## config.mk

```make
export PLATFORM = sky130hd
export DESIGN_NAME = seconds_to_calendar_date
export DESIGN_NICKNAME = d
export VERILOG_FILES = /design/src/hdl/stcd_pkg.sv /design/src/hdl/stcd_daysplit.sv /design/src/hdl/stcd_date.sv /design/src/hdl/stcd_tod.sv /design/src/hdl/seconds_to_calendar_date.sv
export SDC_FILE = /design/constraint.sdc
export NUM_CORES = 2
export LEC_CHECK = 0
export BUFFER_PORTS_ARGS = -buffer_cell sky130_fd_sc_hd__buf_2
export CORE_MARGIN = 1.5
export CORE_UTILIZATION = 45
export CTS_BUF_LIST = sky130_fd_sc_hd__clkbuf_4 sky130_fd_sc_hd__clkbuf_8
export DETAILED_ROUTE_END_ITERATION = 12
export PLACE_DENSITY = 0.74
export SETUP_SLACK_MARGIN = 0.3
export SYNTH_ARGS = -nofsm -noshare
export SYNTH_HDL_FRONTEND = slang
export SYNTH_SLANG_ARGS = --single-unit
```

## constraint.sdc

```tcl
create_clock -name clk -period 6.3 [get_ports clk]
set_input_delay 0.315 -clock clk [delete_from_list [all_inputs] [get_ports clk]]
set_output_delay 0.315 -clock clk [all_outputs]
set_load 0.005 [all_outputs]
```

## src/hdl/stcd_pkg.sv

```systemverilog
`timescale 1ns / 1ps

package stcd_pkg;

  // Pipeline depth: one enable bit per register stage.
  localparam int STG_N = 7;
  typedef logic [STG_N-1:0] stg_en_t;

  // Field widths.
  localparam int SECS_W  = 32;
  localparam int DAYS_W  = 16;
  localparam int TOD_W   = 17;
  localparam int MINS_W  = 11;
  localparam int YEAR_W  = 12;
  localparam int MONTH_W = 4;
  localparam int DAY_W   = 5;
  localparam int HOUR_W  = 5;
  localparam int MIN_W   = 6;
  localparam int SEC_W   = 6;
  localparam int WDAY_W  = 3;

  localparam int IN_TDATA_W  = 32;
  localparam int OUT_FIELD_W = YEAR_W + MONTH_W + DAY_W + HOUR_W + MIN_W + SEC_W + WDAY_W;
  localparam int OUT_TDATA_W = ((OUT_FIELD_W + 7) / 8) * 8;

  // Calendar constants.
  localparam int SECS_PER_DAY = 86400;
  localparam int SECS_PER_MIN = 60;
  localparam int JDN_EPOCH    = 2440588;
  localparam int JDN_SHIFT    = 32044;
  localparam int DAYS_400Y    = 146097;
  localparam int DAYS_4Y      = 1461;
  localparam int MONTH_SPAN   = 153;
  localparam int YEAR_OFS     = 4800;
  localparam int CENT_LO      = 67;   // lowest 400-year quarter count in range
  localparam int DAYS_WEEK    = 7;

  // Day of the March-based year on which month mm starts: (153*mm + 2) / 5.
  function automatic logic [8:0] month_start(input logic [3:0] mm);
    logic [8:0] res;
    case (mm)
      4'd0:    res = 9'd0;
      4'd1:    res = 9'd31;
      4'd2:    res = 9'd61;
      4'd3:    res = 9'd92;
      4'd4:    res = 9'd122;
      4'd5:    res = 9'd153;
      4'd6:    res = 9'd184;
      4'd7:    res = 9'd214;
      4'd8:    res = 9'd245;
      4'd9:    res = 9'd275;
      4'd10:   res = 9'd306;
      4'd11:   res = 9'd337;
      default: res = 9'd0;
    endcase
    return res;
  endfunction

endpackage

```

## src/hdl/stcd_daysplit.sv

```systemverilog
`timescale 1ns / 1ps

// Split seconds into whole days and seconds of the day (stages 1 and 2).
module stcd_daysplit (
  input  logic                        clk,
  input  logic [stcd_pkg::SECS_W-1:0] seconds,
  input  stcd_pkg::stg_en_t           en,
  output logic [stcd_pkg::DAYS_W-1:0] days,
  output logic [stcd_pkg::TOD_W-1:0]  tod
);
  import stcd_pkg::*;

  // 86400 = 2^7 * 675: shift off the low bits, divide the rest by 675.
  localparam int LO_W  = 7;
  localparam int HI_W  = SECS_W - LO_W;
  localparam int ODD   = SECS_PER_DAY >> LO_W;
  localparam int K     = 34;
  localparam int M_W   = 25;
  localparam logic [M_W-1:0] M = M_W'((64'd1 << K) / ODD);
  localparam int P_W   = HI_W + M_W;
  localparam int REM_W = 11;
  localparam int RED_W = TOD_W - LO_W;

  logic [P_W-1:0]    prod;
  logic [DAYS_W-1:0] q0_r;
  logic [HI_W-1:0]   hi_r;
  logic [LO_W-1:0]   lo_r;

  logic [HI_W-1:0]   rem_full;
  logic [REM_W-1:0]  rem;
  logic              fix;
  logic [DAYS_W-1:0] days_r;
  logic [RED_W-1:0]  red_r;
  logic [LO_W-1:0]   lo2_r;

  // Truncated reciprocal: the quotient estimate is exact or one low.
  assign prod = P_W'(seconds[SECS_W-1:LO_W]) * P_W'(M);

  always_ff @(posedge clk) begin
    if (en[0]) begin
      q0_r <= prod[K +: DAYS_W];
      hi_r <= seconds[SECS_W-1:LO_W];
      lo_r <= seconds[LO_W-1:0];
    end
  end

  assign rem_full = hi_r - HI_W'(q0_r) * HI_W'(ODD);
  assign rem      = rem_full[REM_W-1:0];
  assign fix      = (rem >= REM_W'(ODD));

  always_ff @(posedge clk) begin
    if (en[1]) begin
      days_r <= q0_r + DAYS_W'(fix);
      red_r  <= fix ? RED_W'(rem - REM_W'(ODD)) : RED_W'(rem);
      lo2_r  <= lo_r;
    end
  end

  assign days = days_r;
  assign tod  = {red_r, lo2_r};

endmodule

```

## src/hdl/stcd_date.sv

```systemverilog
`timescale 1ns / 1ps

// Day count to Gregorian date and weekday (stages 3 to 7).
module stcd_date (
  input  logic                         clk,
  input  logic [stcd_pkg::DAYS_W-1:0]  days,
  input  stcd_pkg::stg_en_t            en,
  output logic [stcd_pkg::YEAR_W-1:0]  year,
  output logic [stcd_pkg::MONTH_W-1:0] month,
  output logic [stcd_pkg::DAY_W-1:0]   day,
  output logic [stcd_pkg::WDAY_W-1:0]  weekday
);
  import stcd_pkg::*;

  localparam int A_W   = 22;
  localparam int A_OFS = JDN_EPOCH + JDN_SHIFT;
  localparam int CQ0   = (CENT_LO * DAYS_400Y) / 4;
  localparam int CQ1   = ((CENT_LO + 1) * DAYS_400Y) / 4;
  localparam int CQ2   = ((CENT_LO + 2) * DAYS_400Y) / 4;
  localparam int TH1   = CQ1 - A_OFS;
  localparam int TH2   = CQ2 - A_OFS;
  localparam int DC_W  = 18;
  localparam int T_W   = DC_W + 2;
  localparam int YQ_W  = 9;
  localparam int K_Y   = 31;
  localparam int MY_W  = 21;
  localparam logic [MY_W-1:0] M_Y = MY_W'(((64'd1 << K_Y) + DAYS_4Y - 1) / DAYS_4Y);
  localparam int YD_W  = YQ_W + 11;
  localparam int DY_W  = 9;
  localparam int U_W   = 11;
  localparam int K_M   = 19;
  localparam int MM_MW = 12;
  localparam logic [MM_MW-1:0] M_M =
      MM_MW'(((64'd1 << K_M) + MONTH_SPAN - 1) / MONTH_SPAN);
  localparam int MM_W  = 4;
  localparam int WD_OFS = JDN_EPOCH % DAYS_WEEK;
  localparam int K_W   = 19;
  localparam int M7_W  = 17;
  localparam logic [M7_W-1:0] M_7 = M7_W'(((64'd1 << K_W) + DAYS_WEEK - 1) / DAYS_WEEK);
  localparam int WQ_W  = 13;

  // Stage 3: pick the 400-year quarter, reduce to a day within it.
  logic [1:0]        cent_nxt;
  logic [A_W-1:0]    a_w;
  logic [A_W-1:0]    dc_nxt;
  logic [1:0]        cent3_r;
  logic [DC_W-1:0]   dc3_r;

  // Every 32-bit input lands in one of three quarters.
  assign cent_nxt = (days >= DAYS_W'(TH2)) ? 2'd2 :
                    (days >= DAYS_W'(TH1)) ? 2'd1 : 2'd0;
  assign a_w      = A_W'(days) + A_W'(A_OFS);

  always_comb begin
    case (cent_nxt)
      2'd0:    dc_nxt = a_w - A_W'(CQ0);
      2'd1:    dc_nxt = a_w - A_W'(CQ1);
      2'd2:    dc_nxt = a_w - A_W'(CQ2);
      default: dc_nxt = a_w - A_W'(CQ0);
    endcase
  end

  // Weekday path, stage 3: quotient by 7 of the shifted day count.
  logic [DAYS_W-1:0]      wx;
  logic [DAYS_W+M7_W-1:0] wprod;
  logic [DAYS_W-1:0]      wx3_r;
  logic [WQ_W-1:0]        wq3_r;

  assign wx    = days + DAYS_W'(WD_OFS);
  assign wprod = (DAYS_W + M7_W)'(wx) * (DAYS_W + M7_W)'(M_7);

  always_ff @(posedge clk) begin
    if (en[2]) begin
      cent3_r <= cent_nxt;
      dc3_r   <= dc_nxt[DC_W-1:0];
      wx3_r   <= wx;
      wq3_r   <= wprod[K_W +: WQ_W];
    end
  end

  // Stage 4: year within the quarter, (4*dc + 3) / 1461.
  logic [T_W-1:0]       t_w;
  logic [T_W+MY_W-1:0]  yprod;
  logic [DAYS_W-1:0]    wrem;
  logic [1:0]           cent4_r;
  logic [DC_W-1:0]      dc4_r;
  logic [YQ_W-1:0]      yq4_r;
  logic [WDAY_W-1:0]    wd4_r;

  assign t_w   = {dc3_r, 2'b11};
  assign yprod = (T_W + MY_W)'(t_w) * (T_W + MY_W)'(M_Y);
  assign wrem  = wx3_r - DAYS_W'(wq3_r) * DAYS_W'(DAYS_WEEK);

  always_ff @(posedge clk) begin
    if (en[3]) begin
      cent4_r <= cent3_r;
      dc4_r   <= dc3_r;
      yq4_r   <= yprod[K_Y +: YQ_W];
      wd4_r   <= wrem[WDAY_W-1:0];
    end
  end

  // Stage 5: day of the March-based year.
  logic [YD_W-1:0]   ydays;
  logic [DC_W-1:0]   dy_full;
  logic [1:0]        cent5_r;
  logic [YQ_W-1:0]   yq5_r;
  logic [DY_W-1:0]   dy5_r;
  logic [WDAY_W-1:0] wd5_r;

  assign ydays   = YD_W'(yq4_r) * YD_W'(DAYS_4Y);
  assign dy_full = dc4_r - DC_W'(ydays >> 2);

  always_ff @(posedge clk) begin
    if (en[4]) begin
      cent5_r <= cent4_r;
      yq5_r   <= yq4_r;
      dy5_r   <= dy_full[DY_W-1:0];
      wd5_r   <= wd4_r;
    end
  end

  // Stage 6: March-based month, (5*dy + 2) / 153.
  logic [U_W-1:0]       u_w;
  logic [U_W+MM_MW-1:0] mprod;
  logic [1:0]           cent6_r;
  logic [YQ_W-1:0]      yq6_r;
  logic [DY_W-1:0]      dy6_r;
  logic [MM_W-1:0]      mm6_r;
  logic [WDAY_W-1:0]    wd6_r;

  assign u_w   = (U_W'(dy5_r) << 2) + U_W'(dy5_r) + U_W'(2);
  assign mprod = (U_W + MM_MW)'(u_w) * (U_W + MM_MW)'(M_M);

  always_ff @(posedge clk) begin
    if (en[5]) begin
      cent6_r <= cent5_r;
      yq6_r   <= yq5_r;
      dy6_r   <= dy5_r;
      mm6_r   <= mprod[K_M +: MM_W];
      wd6_r   <= wd5_r;
    end
  end

  // Stage 7: roll January and February into the next year, assemble the date.
  logic               roll;
  logic [DY_W-1:0]    mday_full;
  logic [YEAR_W-1:0]  ybase;
  logic [YEAR_W-1:0]  year_r;
  logic [MONTH_W-1:0] month_r;
  logic [DAY_W-1:0]   day_r;
  logic [WDAY_W-1:0]  wd7_r;

  assign roll      = (mm6_r >= MM_W'(10));
  assign mday_full = dy6_r - month_start(mm6_r) + DY_W'(1);

  always_comb begin
    case (cent6_r)
      2'd0:    ybase = YEAR_W'(100 * CENT_LO - YEAR_OFS);
      2'd1:    ybase = YEAR_W'(100 * (CENT_LO + 1) - YEAR_OFS);
      2'd2:    ybase = YEAR_W'(100 * (CENT_LO + 2) - YEAR_OFS);
      default: ybase = YEAR_W'(100 * CENT_LO - YEAR_OFS);
    endcase
  end

  always_ff @(posedge clk) begin
    if (en[6]) begin
      year_r  <= ybase + YEAR_W'(yq6_r) + YEAR_W'(roll);
      month_r <= roll ? MONTH_W'(mm6_r - MM_W'(9)) : MONTH_W'(mm6_r + MM_W'(3));
      day_r   <= mday_full[DAY_W-1:0];
      wd7_r   <= wd6_r;
    end
  end

  assign year    = year_r;
  assign month   = month_r;
  assign day     = day_r;
  assign weekday = wd7_r;

endmodule

```

## src/hdl/stcd_tod.sv

```systemverilog
`timescale 1ns / 1ps

// Seconds of the day to hour, minute and second (stages 3 to 7).
module stcd_tod (
  input  logic                        clk,
  input  logic [stcd_pkg::TOD_W-1:0]  tod,
  input  stcd_pkg::stg_en_t           en,
  output logic [stcd_pkg::HOUR_W-1:0] hour,
  output logic [stcd_pkg::MIN_W-1:0]  minute,
  output logic [stcd_pkg::SEC_W-1:0]  second
);
  import stcd_pkg::*;

  localparam int K_MIN = 24;
  localparam int MM_W  = 19;
  localparam logic [MM_W-1:0] M_MIN =
      MM_W'(((64'd1 << K_MIN) + SECS_PER_MIN - 1) / SECS_PER_MIN);
  localparam int K_HR  = 17;
  localparam int MH_W  = 12;
  localparam logic [MH_W-1:0] M_HR =
      MH_W'(((64'd1 << K_HR) + SECS_PER_MIN - 1) / SECS_PER_MIN);

  // Stage 3: minutes of the day.
  logic [TOD_W+MM_W-1:0] pmin;
  logic [MINS_W-1:0]     mins3_r;
  logic [TOD_W-1:0]      tod3_r;

  assign pmin = (TOD_W + MM_W)'(tod) * (TOD_W + MM_W)'(M_MIN);

  always_ff @(posedge clk) begin
    if (en[2]) begin
      mins3_r <= pmin[K_MIN +: MINS_W];
      tod3_r  <= tod;
    end
  end

  // Stage 4: second of the minute and hour of the day.
  logic [TOD_W-1:0]       sec_full;
  logic [MINS_W+MH_W-1:0] phr;
  logic [MINS_W-1:0]      mins4_r;
  logic [HOUR_W-1:0]      hour4_r;
  logic [SEC_W-1:0]       sec4_r;

  assign sec_full = tod3_r - TOD_W'(mins3_r) * TOD_W'(SECS_PER_MIN);
  assign phr      = (MINS_W + MH_W)'(mins3_r) * (MINS_W + MH_W)'(M_HR);

  always_ff @(posedge clk) begin
    if (en[3]) begin
      mins4_r <= mins3_r;
      hour4_r <= phr[K_HR +: HOUR_W];
      sec4_r  <= sec_full[SEC_W-1:0];
    end
  end

  // Stage 5: minute of the hour.
  logic [MINS_W-1:0] min_full;
  logic [HOUR_W-1:0] hour5_r;
  logic [MIN_W-1:0]  min5_r;
  logic [SEC_W-1:0]  sec5_r;

  assign min_full = mins4_r - MINS_W'(hour4_r) * MINS_W'(SECS_PER_MIN);

  always_ff @(posedge clk) begin
    if (en[4]) begin
      hour5_r <= hour4_r;
      min5_r  <= min_full[MIN_W-1:0];
      sec5_r  <= sec4_r;
    end
  end

  // Stages 6 and 7: hold alignment with the date path.
  logic [HOUR_W-1:0] hour6_r;
  logic [MIN_W-1:0]  min6_r;
  logic [SEC_W-1:0]  sec6_r;
  logic [HOUR_W-1:0] hour7_r;
  logic [MIN_W-1:0]  min7_r;
  logic [SEC_W-1:0]  sec7_r;

  always_ff @(posedge clk) begin
    if (en[5]) begin
      hour6_r <= hour5_r;
      min6_r  <= min5_r;
      sec6_r  <= sec5_r;
    end
    if (en[6]) begin
      hour7_r <= hour6_r;
      min7_r  <= min6_r;
      sec7_r  <= sec6_r;
    end
  end

  assign hour   = hour7_r;
  assign minute = min7_r;
  assign second = sec7_r;

endmodule

```

## src/hdl/seconds_to_calendar_date.sv

```systemverilog
`timescale 1ns / 1ps

// Converts a 32-bit count of seconds since 1970-01-01 00:00:00 into the
// Gregorian date (year, month, day), the time of day (hour, minute, second)
// and the weekday (0 = Monday .. 6 = Sunday). Every 32-bit value converts;
// the top of the range is 2106-02-07 06:28:15. The block keeps no state:
// each input transaction gives exactly one output transaction, in order.
// It is a seven-stage pipeline; while the output side is ready, a new
// transaction is accepted every cycle. Each stage has its own valid bit
// and moves when the stage after it is empty or moving, so bubbles close
// up behind a stalled output and input keeps flowing until the pipeline
// is full. The pipeline depth is set by the multiplier chain of the date
// path: day split, quarter select, year, day of year, month, final
// assembly.
module seconds_to_calendar_date (
  input  logic                             clk,
  input  logic                             rst_n,
  // Input stream
  input  logic                             in_tvalid,
  output logic                             in_tready,
  input  logic [stcd_pkg::IN_TDATA_W-1:0]  in_tdata,   // [31:0] seconds
  // Result stream
  output logic                             out_tvalid,
  input  logic                             out_tready,
  // [11:0] year, [15:12] month, [20:16] day, [25:21] hour, [31:26] minute,
  // [37:32] second, [40:38] weekday, [47:41] zero
  output logic [stcd_pkg::OUT_TDATA_W-1:0] out_tdata
);
  import stcd_pkg::*;

  localparam int PAD_W = OUT_TDATA_W - OUT_FIELD_W;

  // Stage handshake: rdy[i] says stage i may load this cycle.
  logic [STG_N-1:0] v_r;
  logic [STG_N-1:0] v_nxt;
  logic [STG_N:0]   rdy;
  logic [STG_N-1:0] up_v;
  stg_en_t          en;

  assign rdy[STG_N] = out_tready;

  for (genvar g = 0; g < STG_N; g++) begin : g_stg
    // A stage can take new data when empty or when its content moves on.
    assign rdy[g] = ~v_r[g] | rdy[g+1];
  end

  assign up_v = {v_r[STG_N-2:0], in_tvalid};
  assign en   = up_v & rdy[STG_N-1:0];

  always_comb begin
    for (int i = 0; i < STG_N; i++) begin
      // Load the upstream valid when the stage advances, otherwise hold.
      v_nxt[i] = rdy[i] ? up_v[i] : v_r[i];
    end
  end

  always_ff @(posedge clk) begin
    if (!rst_n) begin
      v_r <= '0;
    end else begin
      v_r <= v_nxt;
    end
  end

  assign in_tready  = rdy[0];
  assign out_tvalid = v_r[STG_N-1];

  // Datapath
  logic [DAYS_W-1:0]  days;
  logic [TOD_W-1:0]   tod;
  logic [YEAR_W-1:0]  year;
  logic [MONTH_W-1:0] month;
  logic [DAY_W-1:0]   day;
  logic [WDAY_W-1:0]  weekday;
  logic [HOUR_W-1:0]  hour;
  logic [MIN_W-1:0]   minute;
  logic [SEC_W-1:0]   second;

  stcd_daysplit u_split (
    .clk     (clk),
    .seconds (in_tdata[SECS_W-1:0]),
    .en      (en),
    .days    (days),
    .tod     (tod)
  );

  stcd_date u_date (
    .clk     (clk),
    .days    (days),
    .en      (en),
    .year    (year),
    .month   (month),
    .day     (day),
    .weekday (weekday)
  );

  stcd_tod u_tod (
    .clk    (clk),
    .tod    (tod),
    .en     (en),
    .hour   (hour),
    .minute (minute),
    .second (second)
  );

  // Pack the result fields, lowest field in the lowest bits.
  assign out_tdata = {{PAD_W{1'b0}}, weekday, second, minute, hour, day, month, year};

endmodule

```

==> results.cfg <==
[hold_path]
hp-start = in_tdata[12]
min_to = u_split.hi_r[5]
whs_path_depth = 1
hold_class = input port to register

[worst_setup_path]
worstRegToRegCells = 30
cp_slowest_cell = fa_1
path_delay_family = adder cells
path_class = register to register
crit_fanout = 3
end_kind = register
path_buf_inv = 4
cp_data_required_time_ns = 6.86
max_stage_delay_ns = 0.56
crit_arrival_ns = 7.09
start_kind = register
r2r-start = u_date.dy5_r[0]
reg2reg_slack_ns = -0.24

[drt]
drc_errors = 0
dr.pass1.iters = 7
drt-met1-wl_mm = 33.2
wl_per_cell_um = 15.3
topRoutingLayerUsed = met4
drt_iter0_drc = 976
drt-total-wl_mm = 75.8
wl_met3_mm = 2.11
postRouteAntennaNets = 0
routed-via-count = 24680
vias_per_cell = 5.00
wl_met2_mm = 39.0

[timing]
max_slew_margin = 0.248
fin_crit_ns = 6.54
fin_skew_ns = 0.0285
finalHoldViolations = 0
finalCritPeriodShare = 1.04
worst_slack_ns = -0.237
rsz0062_at_grt = true
worst_pin_slew_ns = 1.13
setup_tns_ns = -0.824
setup_violations = 5
fmax_mhz = 153
maxSlewViolCount = 0

[synth]
ys.flop_type = edfxtp_1
synth_top_family_by_area = adder cells
ys_seq_elements = 283
ys_seq_area_frac = 0.220
synth_fa_ha_area_frac = 0.528
synth_simple_gate_area_share = 0.0488
synth_area_um2 = 38100
synthXorXnorAreaFrac = 0.0437
synth_edf_count = 271
synth_compound_gate_area_share = 0.0710
yosysWarnings = 0
syn_avg_cell_area_um2 = 11.1
syn_inst = 3444
synthMuxAreaShare = 0.00283
synth-async-reset-ratio = 0
ys_types = 87

[clock_network]
tritoncts = built
cts_root_buf = clkbuf_8
htree_levels = 2
numCtsBuffers = 47
clk_pin_slew_ns = 0.06
clock_latency_ns = 0.64
clk_path_buf_depth = 3
clock_sinks = 283

[outcome]
failed_checks = setup timing
status = finished with violations

[placement]
pre_cts_ws_ns = -0.355
port_buffers = 78
gp_congestion = 0.929
postPlaceCellArea_um2 = 41000
dp_hpwl_mm = 62.5

[floorplanning]
io_pins = 86
fp.coreArea_um2 = 83700
num_rows = 106
die_w_um = 294
dieArea_um2 = 86400
chipHeight_um = 294
start_util = 0.455

[cells_and_area]
drive_above_1_share = 0.151
final_core_util = 0.521
layout_commonest_cell = ha_1
layout_common_cells = ha_1 (858), inv_1 (799), fa_1 (418), edfxtp_1 (271), buf_4 (187)
stdcell_area_um2 = 43600
antenna_cells = 0
num-nets-final = 5151
area_growth_syn_to_layout_pct = 14.5

[job]
maxCapViolations = 0

[grt]
grt_max_degree = 44
track_usage = 0.179
grt_pass1_vias = 25999
grt_pass1_wl_mm = 126
antenna_found_initial = 0
grt_overflow = 0
[worst max-delay path by stage]
stage | start | end | cells after the start
detailed placement | u_date.dy5_r[2] | register | 29
CTS | u_date.dy5_r[2] | register | 29
finish | u_date.dy5_r[0] | register | 30
global placement | u_date.dy5_r[2] | register | 29
floorplan | u_date.dy5_r[0] | register | 29
global route | u_date.dy5_r[0] | register | 32
[metrics by stage]
| step | instances | hold slack, ns |
|---|---|---|
| detailed placement | 4778 | 0.405 |
| CTS | 4913 | 0.00874 |
| global route | 4939 | 0.0323 |
| floorplan | 3450 | 0.400 |
| finish | 4939 | 0.0678 |
| global placement | 4778 | 0.402 |
[cells by family (layout without fill, tap and decap cells)]
family,after synthesis,after routing
compound gates,395,395
flops,283,283
simple gates,367,367
mux,10,10
buf+inv,851,1206
other cells,1,7
xor+xnor,189,189
fa+ha+maj,1348,1348
[cell usage after synthesis, types with 30 or more instances]
cell,instances,area share
inv_1,826,0.081
fa_1,433,0.23
nand2_1,73,0.0072
edfxtp_1,271,0.21
o21ai_0,70,0.0092
nor2_1,87,0.0086
xnor2_1,131,0.030
a21oi_1,99,0.013
nand3_1,45,0.0059
ha_1,915,0.30
xor2_1,57,0.013
a21o_1,31,0.0061
o21a_1,30,0.0059
[routing by layer]
layer  global-route usage  up-vias
li1                     -    12149
met1                0.224    12087
met2                0.332      344
met3               0.0174      100
met4               0.0357        0
met5                    0        -
[sequential cells by signal, summed over array words and instances (netlist names), 7 cells and up, named ones only]
name / flops
u_split.red_r: 10
v_r: 7
u_split.lo_r: 7
u_date.yq5_r: 9
u_split.hi_r: 11
u_date.yq4_r: 9
u_date.dy5_r: 9
u_date.dc4_r: 9
u_date.year: 12
u_tod.mins3_r: 11
u_split.q0_r: 16
u_split.days: 16
u_date.dc3_r: 18
u_split.lo2_r: 7
u_date.yq6_r: 9
[repair_timing]
action	CTS	global route
hold buffers	11	0
buffers inserted	37	26
setup endpoints to repair	15	26
resized for setup	71	113
pin swaps	73	94
endpoints found under the hold margin	16	0
[cell type report]
class / count / area, µm²
Fill cell: 7201 / 40100
Multi-Input combinational cell: 2316 / 27600
Sequential cell: 283 / 8380
Inverter: 827 / 3110
Timing Repair Buffer: 292 / 2080
Tap cell: 1134 / 1420
Clock buffer: 61 / 790
Clock inverter: 26 / 258
Power is not shown: default switching activity piles up to over one toggle a cycle in this logic, so the estimate is an artifact.
